==> src/sv/hsfe_front.sv <==
// ----------------------------------------------------------------------------
// hsfe_front
// Input stage: accept a point, clamp each coordinate to -1..+1 and hold it
// until the queue takes it.
// ----------------------------------------------------------------------------
module hsfe_front #(
  parameter int FRAC_BITS = 16
) (
  input  logic                       clk,
  input  logic                       rst,
  input  logic                       in_valid,
  output logic                       in_ready,
  input  logic signed [FRAC_BITS+1:0] csi,
  input  logic signed [FRAC_BITS+1:0] eta,
  input  logic signed [FRAC_BITS+1:0] zeta,
  output logic                       push_valid,
  input  logic                       push_ready,
  output logic [3*(FRAC_BITS+2)-1:0] push_data
);

  localparam int IW = FRAC_BITS + 2;
  localparam logic signed [IW-1:0] ONE  = IW'(1) << FRAC_BITS;
  localparam logic signed [IW-1:0] MONE = -(IW'(1) << FRAC_BITS);

  logic                       valid;
  logic [3*IW-1:0]            point;

  function automatic logic signed [IW-1:0] clamp(input logic signed [IW-1:0] x);
    logic signed [IW-1:0] y;
    priority if (x > ONE) begin
      y = ONE;
    end else if (x < MONE) begin
      y = MONE;
    end else begin
      y = x;
    end
    return y;
  endfunction

  assign in_ready   = !valid || push_ready;
  assign push_valid = valid;
  assign push_data  = point;

  always_ff @(posedge clk) begin
    if (rst) begin
      valid <= 1'b0;
    end else if (in_ready) begin
      valid <= in_valid;
    end
  end

  // payload: load on every accepted beat
  always_ff @(posedge clk) begin
    if (in_valid && in_ready) begin
      point <= {clamp(zeta), clamp(eta), clamp(csi)};
    end
  end

endmodule

==> config.mk <==
export PLATFORM = sky130hd
export DESIGN_NAME = hsfe_front
export DESIGN_NICKNAME = d
export VERILOG_FILES = /design/src/sv/hsfe_front.sv
export SDC_FILE = /design/constraint.sdc
export NUM_CORES = 1
export LEC_CHECK = 0
export CAP_MARGIN = 10
export CORE_MARGIN = 2
export CORE_UTILIZATION = 55
export DETAILED_ROUTE_END_ITERATION = 6
export DONT_BUFFER_PORTS = 1
export HOLD_SLACK_MARGIN = 0.08
export PLACE_DENSITY = 0.71
export SLEW_MARGIN = 15
export SYNTH_ARGS = -nofsm -noshare
export SYNTH_HDL_FRONTEND = slang
export SYNTH_SLANG_ARGS = --single-unit
==> constraint.sdc <==
create_clock -name clk -period 3 [get_ports clk]
set_input_delay 0.6 -clock clk [delete_from_list [all_inputs] [get_ports clk]]
set_output_delay 0.6 -clock clk [all_outputs]
set_load 0.005 [all_outputs]
==> flow_metrics.tcl <==
set metrics [dict create \
    outcome "completed" \
    vias_per_cell 6.00 \
    timing_hold_violations_final 0 \
    fmax_ghz 0.589 \
    postCtsSetupRepairBufs 0 \
    slew-limit-headroom_pct 33.5 \
    overflow 0 \
    drc 0 \
    worst-path-buf-inv 0 \
    io_buffers 0 \
    clock_skew_ps 5.80 \
    antenna_found_initial 0 \
    r2r_slack_ps 1410 \
    maxCapViolCount 0 \
    slew_viol_final 0 \
    clk_latency_ps 300 \
    fillers 362 \
    yosysWarnings 0 \
    hold_buffers 0 \
    clockRootBuffer "clkbuf_8" \
    grt_pass1_wl_um 6590 \
    dp_cells 229 \
    synthTopCellsByCount "edfxtp_1 (54), nand2_1 (48), a21oi_2 (30)" \
    routed_wl_um 4320 \
    synth_cell_types 16 \
    drive_above_1_share_pct 30.8 \
    yosys.cell_count.top_type "edfxtp_1" \
    start_util_pct 57.8 \
    crit_type "primary input to flip-flop" \
    crit_family "compound AO/OA/AOI/OAI gates" \
    dr.pass1.iters 4 \
    yosysTopAreaCell "edfxtp_1" \
    synth.avg_cell_area_um2 13.1 \
    grt_pass1_vias 1358 \
    synth_top_area_share_pct 64.0 \
    final.period_utilization_pct 56.6 \
    cp_slowest_stage_delay_ps 550 \
    gp_congestion 0.862 \
    setup_viol 0 \
    synthArstFlopShare_pct 0 \
    worst_pin_slew_ps 998 \
    end_kind "flip-flop" \
    io-pin-count 114 \
    dieArea_um2 5170 \
    wire_per_inst_um 18.2 \
    cts-buffers-inserted 5 \
    multi_input_area_um2 788 \
    synth-seq-cells 55 \
    finalCriticalPeriod_ps 1700 \
    final-seq-area_um2 1640 \
    row_count 24 \
    synth_area_leaders "edfxtp_1 (64%), a21oi_2 (10%), nand2_1 (7.1%)" \
    rsz0062_at_grt "no" \
    tns_ps 0 \
    swShare_pct 22.2 \
    cts_max_level 2 \
    crit_fanout 16 \
    p_switching_mw 0.318 \
    p_int_mw 1.11 \
    synth_cells 194 \
    ys_seq_area_share_pct 64.8 \
    die_h_um 71.9 \
    ir_drop_uv 234 \
    cp-start-kind "primary input" \
    n_antenna_cell 0 \
    drtAntennaViolNets 0 \
    die_w_um 71.9 \
    clock_power_share_pct 27.0 \
    drtIter0Drc 92 \
    hp-class "primary input to flip-flop" \
    via_count 1422 \
    required_ps 3130 \
    track_usage_pct 16.7 \
    core_um2 4380 \
    grt_max_degree 32 \
    combPwrFrac_pct 7.5 \
    clk_pin_slew_ps 90 \
    cts_sinks 55 \
    p_leak_nw 0.870 \
    worstPathCellList "nor4_2 > a41oi_2 > a21oi_1" \
    seqPwrFrac_pct 65.5 \
    dpl.hpwl_um 3170 \
    cts_tree "yes" \
    cts_resized 0 \
    nNetsFinal 242 \
    syn-cell-area_um2 2530 \
    ys.flop_type "edfxtp_1" \
    crit_slowest_cell "a41oi_2" \
    power_density_nw_per_um2 549 \
    area_growth_pct 2.77 \
    final_cells 237 \
    synth_nets 252 \
    synth_edf_count 54 \
    worstPathArrival_ps 1820 \
    clockBufferDepth 2 \
]
## placed cells by master, fill, tap and decap left out, drive strengths merged
cell       n
inv        1
a21oi     49
clkbuf     6
a41oi      3
nand2     48
nor4      12
nand2b     4
clkinv     1
clkinvlp   1
or2        3
dfxtp      1
edfxtp    54
buf        1
and2       1
## layout make-up
type | count | share of cell area (%)
timing repair buffer | 1 | 0.769
tap | 52 | 2.50
multi-input combinational | 120 | 30.3
clock inverter | 2 | 0.481
clock buffer | 6 | 2.79
inverter | 1 | 0.144
sequential | 55 | 63.0
## sequential cells by signal (all words and copies together) (netlist names)
register    flops
push_valid      1
push_data      54
## final timing paths
kind                                 from  depth (start not counted)                          end
setup / recovery                  zeta[0]                          3  push_data[48]$_SDFFCE_PP0P_
hold / removal                        rst                          1      push_valid$_SDFFE_PP0N_
setup reg to reg  push_valid$_SDFFE_PP0N_                          3  push_data[50]$_SDFFCE_PP0P_
hold reg to reg   push_valid$_SDFFE_PP0N_                          2      push_valid$_SDFFE_PP0N_
## cell families after synthesis
family	share of synthesized area, %
simple gates	15.0
flops	64.8
compound gates	16.0
buf+inv	4.15
## per-stage QoR
stage          setup slack [ps]  utilization (%)  hold slack, ps  power (mW)  area [µm²]
2_1_floorplan               535                -             522        1.06        2530
3_3_place_gp               1080             57.4             553        1.06        2520
3_5_place_dp               1000             57.4             567        1.06        2520
4_1_cts                    1310             59.4             340        1.44        2600
5_1_grt                    1230             59.4             336        1.49        2600
6_report                   1300             59.4             350        1.43        2600
## per-layer routing
metal  up-vias  share of wire [%]  GRT usage [%]
met5         -                  0              0
met4         0                2.1           6.92
met3        10                9.4           7.17
met2        76                 50           27.9
met1       655                 38           18.8
li1        681                  -              -
## power groups by stage
stage                     Sequential [mW]  Clock [mW]  Combinational (mW)
after floorplan                     0.948           0               0.109
after global placement              0.956           0               0.105
after detailed placement            0.956           0               0.108
after CTS                           0.939       0.395               0.109
after global routing                0.944       0.422               0.121
final                               0.937       0.386               0.107
Power figures use the tool's default switching activity.
