File: src/sv/hsfe_pkg.sv
// ----------------------------------------------------------------------------
// hsfe_pkg
// Shared types, constants and the node table of the 20-node hexahedron
// shape function evaluator.
// ----------------------------------------------------------------------------
package hsfe_pkg;

  localparam int NODES  = 20;
  localparam int NODE_W = 5;

  // one component of a node's reference coordinate: -1, 0 or +1
  typedef logic signed [1:0] pos_t;

  localparam pos_t POS_NEG  = 2'sb11;
  localparam pos_t POS_ZERO = 2'sb00;
  localparam pos_t POS_PLUS = 2'sb01;

  // element [0] is csi, [1] eta, [2] zeta
  typedef pos_t [2:0] node_pos_t;

  // extra right shift of a rounded product on top of FRAC_BITS
  typedef enum logic [1:0] {
    SH_F  = 2'd0,
    SH_F1 = 2'd1,
    SH_F2 = 2'd2
  } shift_t;

  localparam int QDEPTH = 2;
  localparam int QPTR_W = 1;
  localparam int QCNT_W = 2;

  function automatic node_pos_t node_pos(input logic [NODE_W-1:0] n);
    node_pos_t p;
    unique case (n)
      5'd0:    p = '{POS_NEG,  POS_NEG,  POS_NEG};
      5'd1:    p = '{POS_NEG,  POS_NEG,  POS_PLUS};
      5'd2:    p = '{POS_NEG,  POS_PLUS, POS_PLUS};
      5'd3:    p = '{POS_NEG,  POS_PLUS, POS_NEG};
      5'd4:    p = '{POS_PLUS, POS_NEG,  POS_NEG};
      5'd5:    p = '{POS_PLUS, POS_NEG,  POS_PLUS};
      5'd6:    p = '{POS_PLUS, POS_PLUS, POS_PLUS};
      5'd7:    p = '{POS_PLUS, POS_PLUS, POS_NEG};
      5'd8:    p = '{POS_NEG,  POS_NEG,  POS_ZERO};
      5'd9:    p = '{POS_NEG,  POS_ZERO, POS_NEG};
      5'd10:   p = '{POS_ZERO, POS_NEG,  POS_NEG};
      5'd11:   p = '{POS_NEG,  POS_ZERO, POS_PLUS};
      5'd12:   p = '{POS_ZERO, POS_NEG,  POS_PLUS};
      5'd13:   p = '{POS_NEG,  POS_PLUS, POS_ZERO};
      5'd14:   p = '{POS_ZERO, POS_PLUS, POS_PLUS};
      5'd15:   p = '{POS_ZERO, POS_PLUS, POS_NEG};
      5'd16:   p = '{POS_PLUS, POS_NEG,  POS_ZERO};
      5'd17:   p = '{POS_PLUS, POS_ZERO, POS_NEG};
      5'd18:   p = '{POS_PLUS, POS_ZERO, POS_PLUS};
      5'd19:   p = '{POS_PLUS, POS_PLUS, POS_ZERO};
      default: p = '{POS_ZERO, POS_ZERO, POS_ZERO};
    endcase
    return p;
  endfunction

endpackage

File: src/sv/hsfe_queue.sv
// ----------------------------------------------------------------------------
// hsfe_queue
// Two-entry point queue between the input stage and the evaluation pipeline.
// ----------------------------------------------------------------------------
module hsfe_queue #(
  parameter int W = 54
) (
  input  logic         clk,
  input  logic         rst,
  input  logic         push_valid,
  output logic         push_ready,
  input  logic [W-1:0] push_data,
  output logic         pop_valid,
  input  logic         pop_ready,
  output logic [W-1:0] pop_data
);

  logic [W-1:0]                  mem [hsfe_pkg::QDEPTH];
  logic [hsfe_pkg::QPTR_W-1:0]   wptr;
  logic [hsfe_pkg::QPTR_W-1:0]   rptr;
  logic [hsfe_pkg::QCNT_W-1:0]   count;
  logic                          push;
  logic                          pop;

  assign push_ready = (count != hsfe_pkg::QCNT_W'(hsfe_pkg::QDEPTH));
  assign pop_valid  = (count != '0);
  assign push       = push_valid && push_ready;
  assign pop        = pop_valid && pop_ready;
  assign pop_data   = mem[rptr];

  always_ff @(posedge clk) begin
    if (rst) begin
      wptr  <= '0;
      rptr  <= '0;
      count <= '0;
    end else begin
      if (push) begin
        wptr <= wptr + 1'b1;
      end
      if (pop) begin
        rptr <= rptr + 1'b1;
      end
      count <= count + hsfe_pkg::QCNT_W'(push) - hsfe_pkg::QCNT_W'(pop);
    end
  end

  always_ff @(posedge clk) begin
    if (push) begin
      mem[wptr] <= push_data;
    end
  end

endmodule

File: config.mk
export PLATFORM = sky130hd
export DESIGN_NAME = hsfe_queue
export DESIGN_NICKNAME = d
export VERILOG_FILES = /design/src/sv/hsfe_pkg.sv /design/src/sv/hsfe_queue.sv
export SDC_FILE = /design/constraint.sdc
export NUM_CORES = 1
export LEC_CHECK = 0
export ABC_AREA = 1
export CELL_PAD_IN_SITES_DETAIL_PLACEMENT = 1
export CELL_PAD_IN_SITES_GLOBAL_PLACEMENT = 2
export CORE_ASPECT_RATIO = 0.5
export CORE_MARGIN = 2
export CORE_UTILIZATION = 41
export CTS_CLUSTER_DIAMETER = 200
export DETAILED_ROUTE_END_ITERATION = 8
export DONT_BUFFER_PORTS = 1
export PLACE_DENSITY_LB_ADDON = 0.1
export SLEW_MARGIN = 20
export SYNTH_ARGS = -nofsm -noshare
export SYNTH_HDL_FRONTEND = slang
export SYNTH_SLANG_ARGS = --single-unit
File: constraint.sdc
create_clock -name clk -period 4 [get_ports clk]
set_input_delay 1.2 -clock clk [delete_from_list [all_inputs] [get_ports clk]]
set_output_delay 1.2 -clock clk [all_outputs]
set_load 0.1 [all_outputs]
==> impl_metrics.csv <==
group,metric,value,unit
clock_tree,clk_pin_slew_worst_paths,0.05,ns
placement,port_buffers,0,
clock_tree,clk_latency,0.40,ns
synthesis,ys_seq_area_share,76.1,%
synthesis,synth_cell_type_count,16,
layout,regArea,3350,sq um
synthesis,synth_warnings,0,
global_route,antenna_found_initial,0,
clock_tree,ctsRootBufferMaster,"clkbuf_16",
sta,maxSlewViolCount,0,
synthesis,yosysMostFrequentCell,"edfxtp_1",
sta,grt_setup_unrepaired,"no",
worst_setup_path,path_max_fanout,37,
layout,stdcell_area,5090,sq um
global_route,overflow,0,
synthesis,synth_flop_cell,"edfxtp_1",
synthesis,netlist_area,4390,sq um
synthesis,synth_area_per_cell,21.5,sq um
synthesis,synth_area_leader_cell,"edfxtp_1",
sta,clock-skew-final,0.0107,ns
worst_setup_path,r2r_end,"mem[1][2]$_DFFE_PP_",
die,dieArea,11600,sq um
sta,fin_crit,3.25,ns
routing,drt-initial-drc-count,100,
worst_setup_path,rr_worst_depth,5,
sta,fin_tns_setup,0,ns
global_route,groute.usage.overall,13.7,%
synthesis,async_flop_share,0,%
synthesis,yosysTopAreaCellShare,73.9,%
routing,viasPerCell,4.78,
routing,avgRoutedWirePerCell,19.5,um
sta,worstMarginPinSlew,0.979,ns
clock_tree,clockBufferDepth,2,
worst_setup_path,reg2reg_from,"count[0]$_SDFF_PP0_",
synthesis,ys_ff_latch,113,
sta,holdWs,0.505,ns
sta,max_freq,0.308,GHz
clock_tree,cts_buffers,17,
layout,final_nets,282,
clock_tree,clock-sinks,113,
sta,max_slew_margin,34.6,%
routing,antenna_left,0,
die,dieWidth,150,um
die,start_util,42.6,%
placement,place_hpwl,4.84,mm
worst_setup_path,cp-start-kind,"flip-flop",
routing,drt_first_pass_iters,4,
sta,min_period_over_period,81.2,%
layout,areaGrowthSynthToFinish,16.0,%
run_status,status,"finished clean",
sta,setup_viol,0,
global_route,grt_pass1_wl,11.1,mm
clock_tree,htreeDepth,4,
die,ios,114,
layout,antenna_cells,0,
sta,hold_viol,0,
die,core_area,10300,sq um
worst_setup_path,cp-endpoint,"pop_data[3]",
min_path,holdCritPathClass,"flip-flop to flip-flop",
synthesis,syn_inst,204,
clock_tree,tritoncts,"done",
clock_tree,hold_buffers,0,
synthesis,synth-edff-count,108,
synthesis,syn_nets,263,
layout,fillers,922,
placement,place.gp.congestion,0.671,
layout,layout-drive-gt1-share,39.6,%
routing,drc,0,
run,maxCapViolations,0,
worst_setup_path,endpoint_kind,"output port",
worst_setup_path,r2r_slack,1.64,ns
global_route,first_global_vias,1986,
synthesis,ys_top_cells_by_area,"edfxtp_1 (74%), mux2_4 (17%), buf_12 (2.3%)",
routing,num_vias,1792,
worst_setup_path,worstPathRequired,2.80,ns
layout,multi_input_area,921,sq um
routing,finalWirelength,7.32,mm
synthesis,synth_common_cells,"edfxtp_1 (108), mux2_4 (50), inv_1 (8), nor2_1 (8), nand2_1 (7)",
worst_setup_path,crit_arrival,2.05,ns
die,die_h,77.2,um
worst_setup_path,worstSetupPathType,"flip-flop to output port",
clock_tree,post_cts_resized,0,
clock_tree,post_cts_buffers,0,
die,rows,26,
placement,dpl_cell_area,4520,sq um
global_route,grt_max_degree,38,
## worst max-delay path, stage by stage (launching register included)
cell and delay, ns:
dfxtp_4 0.79, buf_4 0.36, mux2_4 0.46
## worst min path at each step
stage / startpoint / end / slack, ns / cells past startpoint
5_1_grt: rptr$_SDFFE_PP0P_ / rptr$_SDFFE_PP0P_ / 0.56 / 2
2_1_floorplan: rptr$_SDFFE_PP0P_ / flip-flop / 0.47 / 2
3_5_place_dp: rptr$_SDFFE_PP0P_ / flip-flop / 0.50 / 2
6_report: rptr$_SDFFE_PP0P_ / flip-flop / 0.51 / 2
4_1_cts: rptr$_SDFFE_PP0P_ / flip-flop / 0.51 / 2
3_3_place_gp: rptr$_SDFFE_PP0P_ / rptr$_SDFFE_PP0P_ / 0.48 / 2
## metal layers
layer  vias to the layer above  track usage (%)  wire length [um]
met5                         -                0                 0
met4                         0             5.66                58
met3                         6             8.93               754
met2                        63             21.8              3650
met1                       906             14.2              2860
li1                        817                -                 -
## logic make-up (layout without fill, tap and decap cells)
logic type	after synthesis	count (layout)	share of synthesized area (%)
AOI/OAI and AO/OA	2	2	0.228
buffers and inverters	14	45	3.22
adders and majority gates	1	1	0.285
DFF	113	113	76.1
and+or+nand+nor	19	19	1.80
xor gates and xnor gates	1	1	0.200
muxes	54	54	18.1
## stage by stage
stage,utilization [%],setup WS (ns),instances
3_3_place_gp,43.8,1.15,344
6_report,49.4,0.752,375
5_1_grt,49.4,0.648,375
3_5_place_dp,43.8,1.12,344
2_1_floorplan,-,0.814,204
4_1_cts,49.4,0.696,375
## layout by cell type, fill, tap and decap left out
| cell | Yosys | final |
|---|---|---|
| nor3_1 | 1 | 1 |
| nor2_4 | 0 | 2 |
| clkbuf_16 | 0 | 17 |
| nand2_2 | 1 | 1 |
| clkinv_2 | 0 | 5 |
| clkinv_1 | 0 | 2 |
| dfxtp_4 | 0 | 1 |
| mux2_2 | 4 | 4 |
| clkbuf_1 | 0 | 1 |
| ha_1 | 1 | 1 |
| xnor2_1 | 1 | 1 |
| mux2_4 | 50 | 50 |
| nand2_1 | 7 | 7 |
| a21oi_1 | 2 | 2 |
| dfxtp_1 | 5 | 4 |
| nor2_2 | 1 | 1 |
| nand3_1 | 1 | 1 |
| nor2_1 | 8 | 6 |
| inv_1 | 8 | 8 |
| buf_4 | 0 | 6 |
| clkinvlp_4 | 0 | 3 |
| edfxtp_1 | 108 | 108 |
| bufinv_16 | 0 | 3 |
## area by class of cell
cell class / count / share of cell area, %
clock buffer: 18 / 8.43
timing repair buffer: 6 / 0.885
clock inverter: 13 / 2.85
multi-input combinational: 77 / 18.1
tap: 140 / 3.44
sequential: 113 / 65.7
inverter: 8 / 0.590
## registers in the layout, summed over array words and instances (netlist names), named ones only
signal / flops
count: 2
mem: 108
rptr: 1
wptr: 1
Power is not shown: default switching activity piles up to over one toggle a cycle in this logic, so the estimate is an artifact.
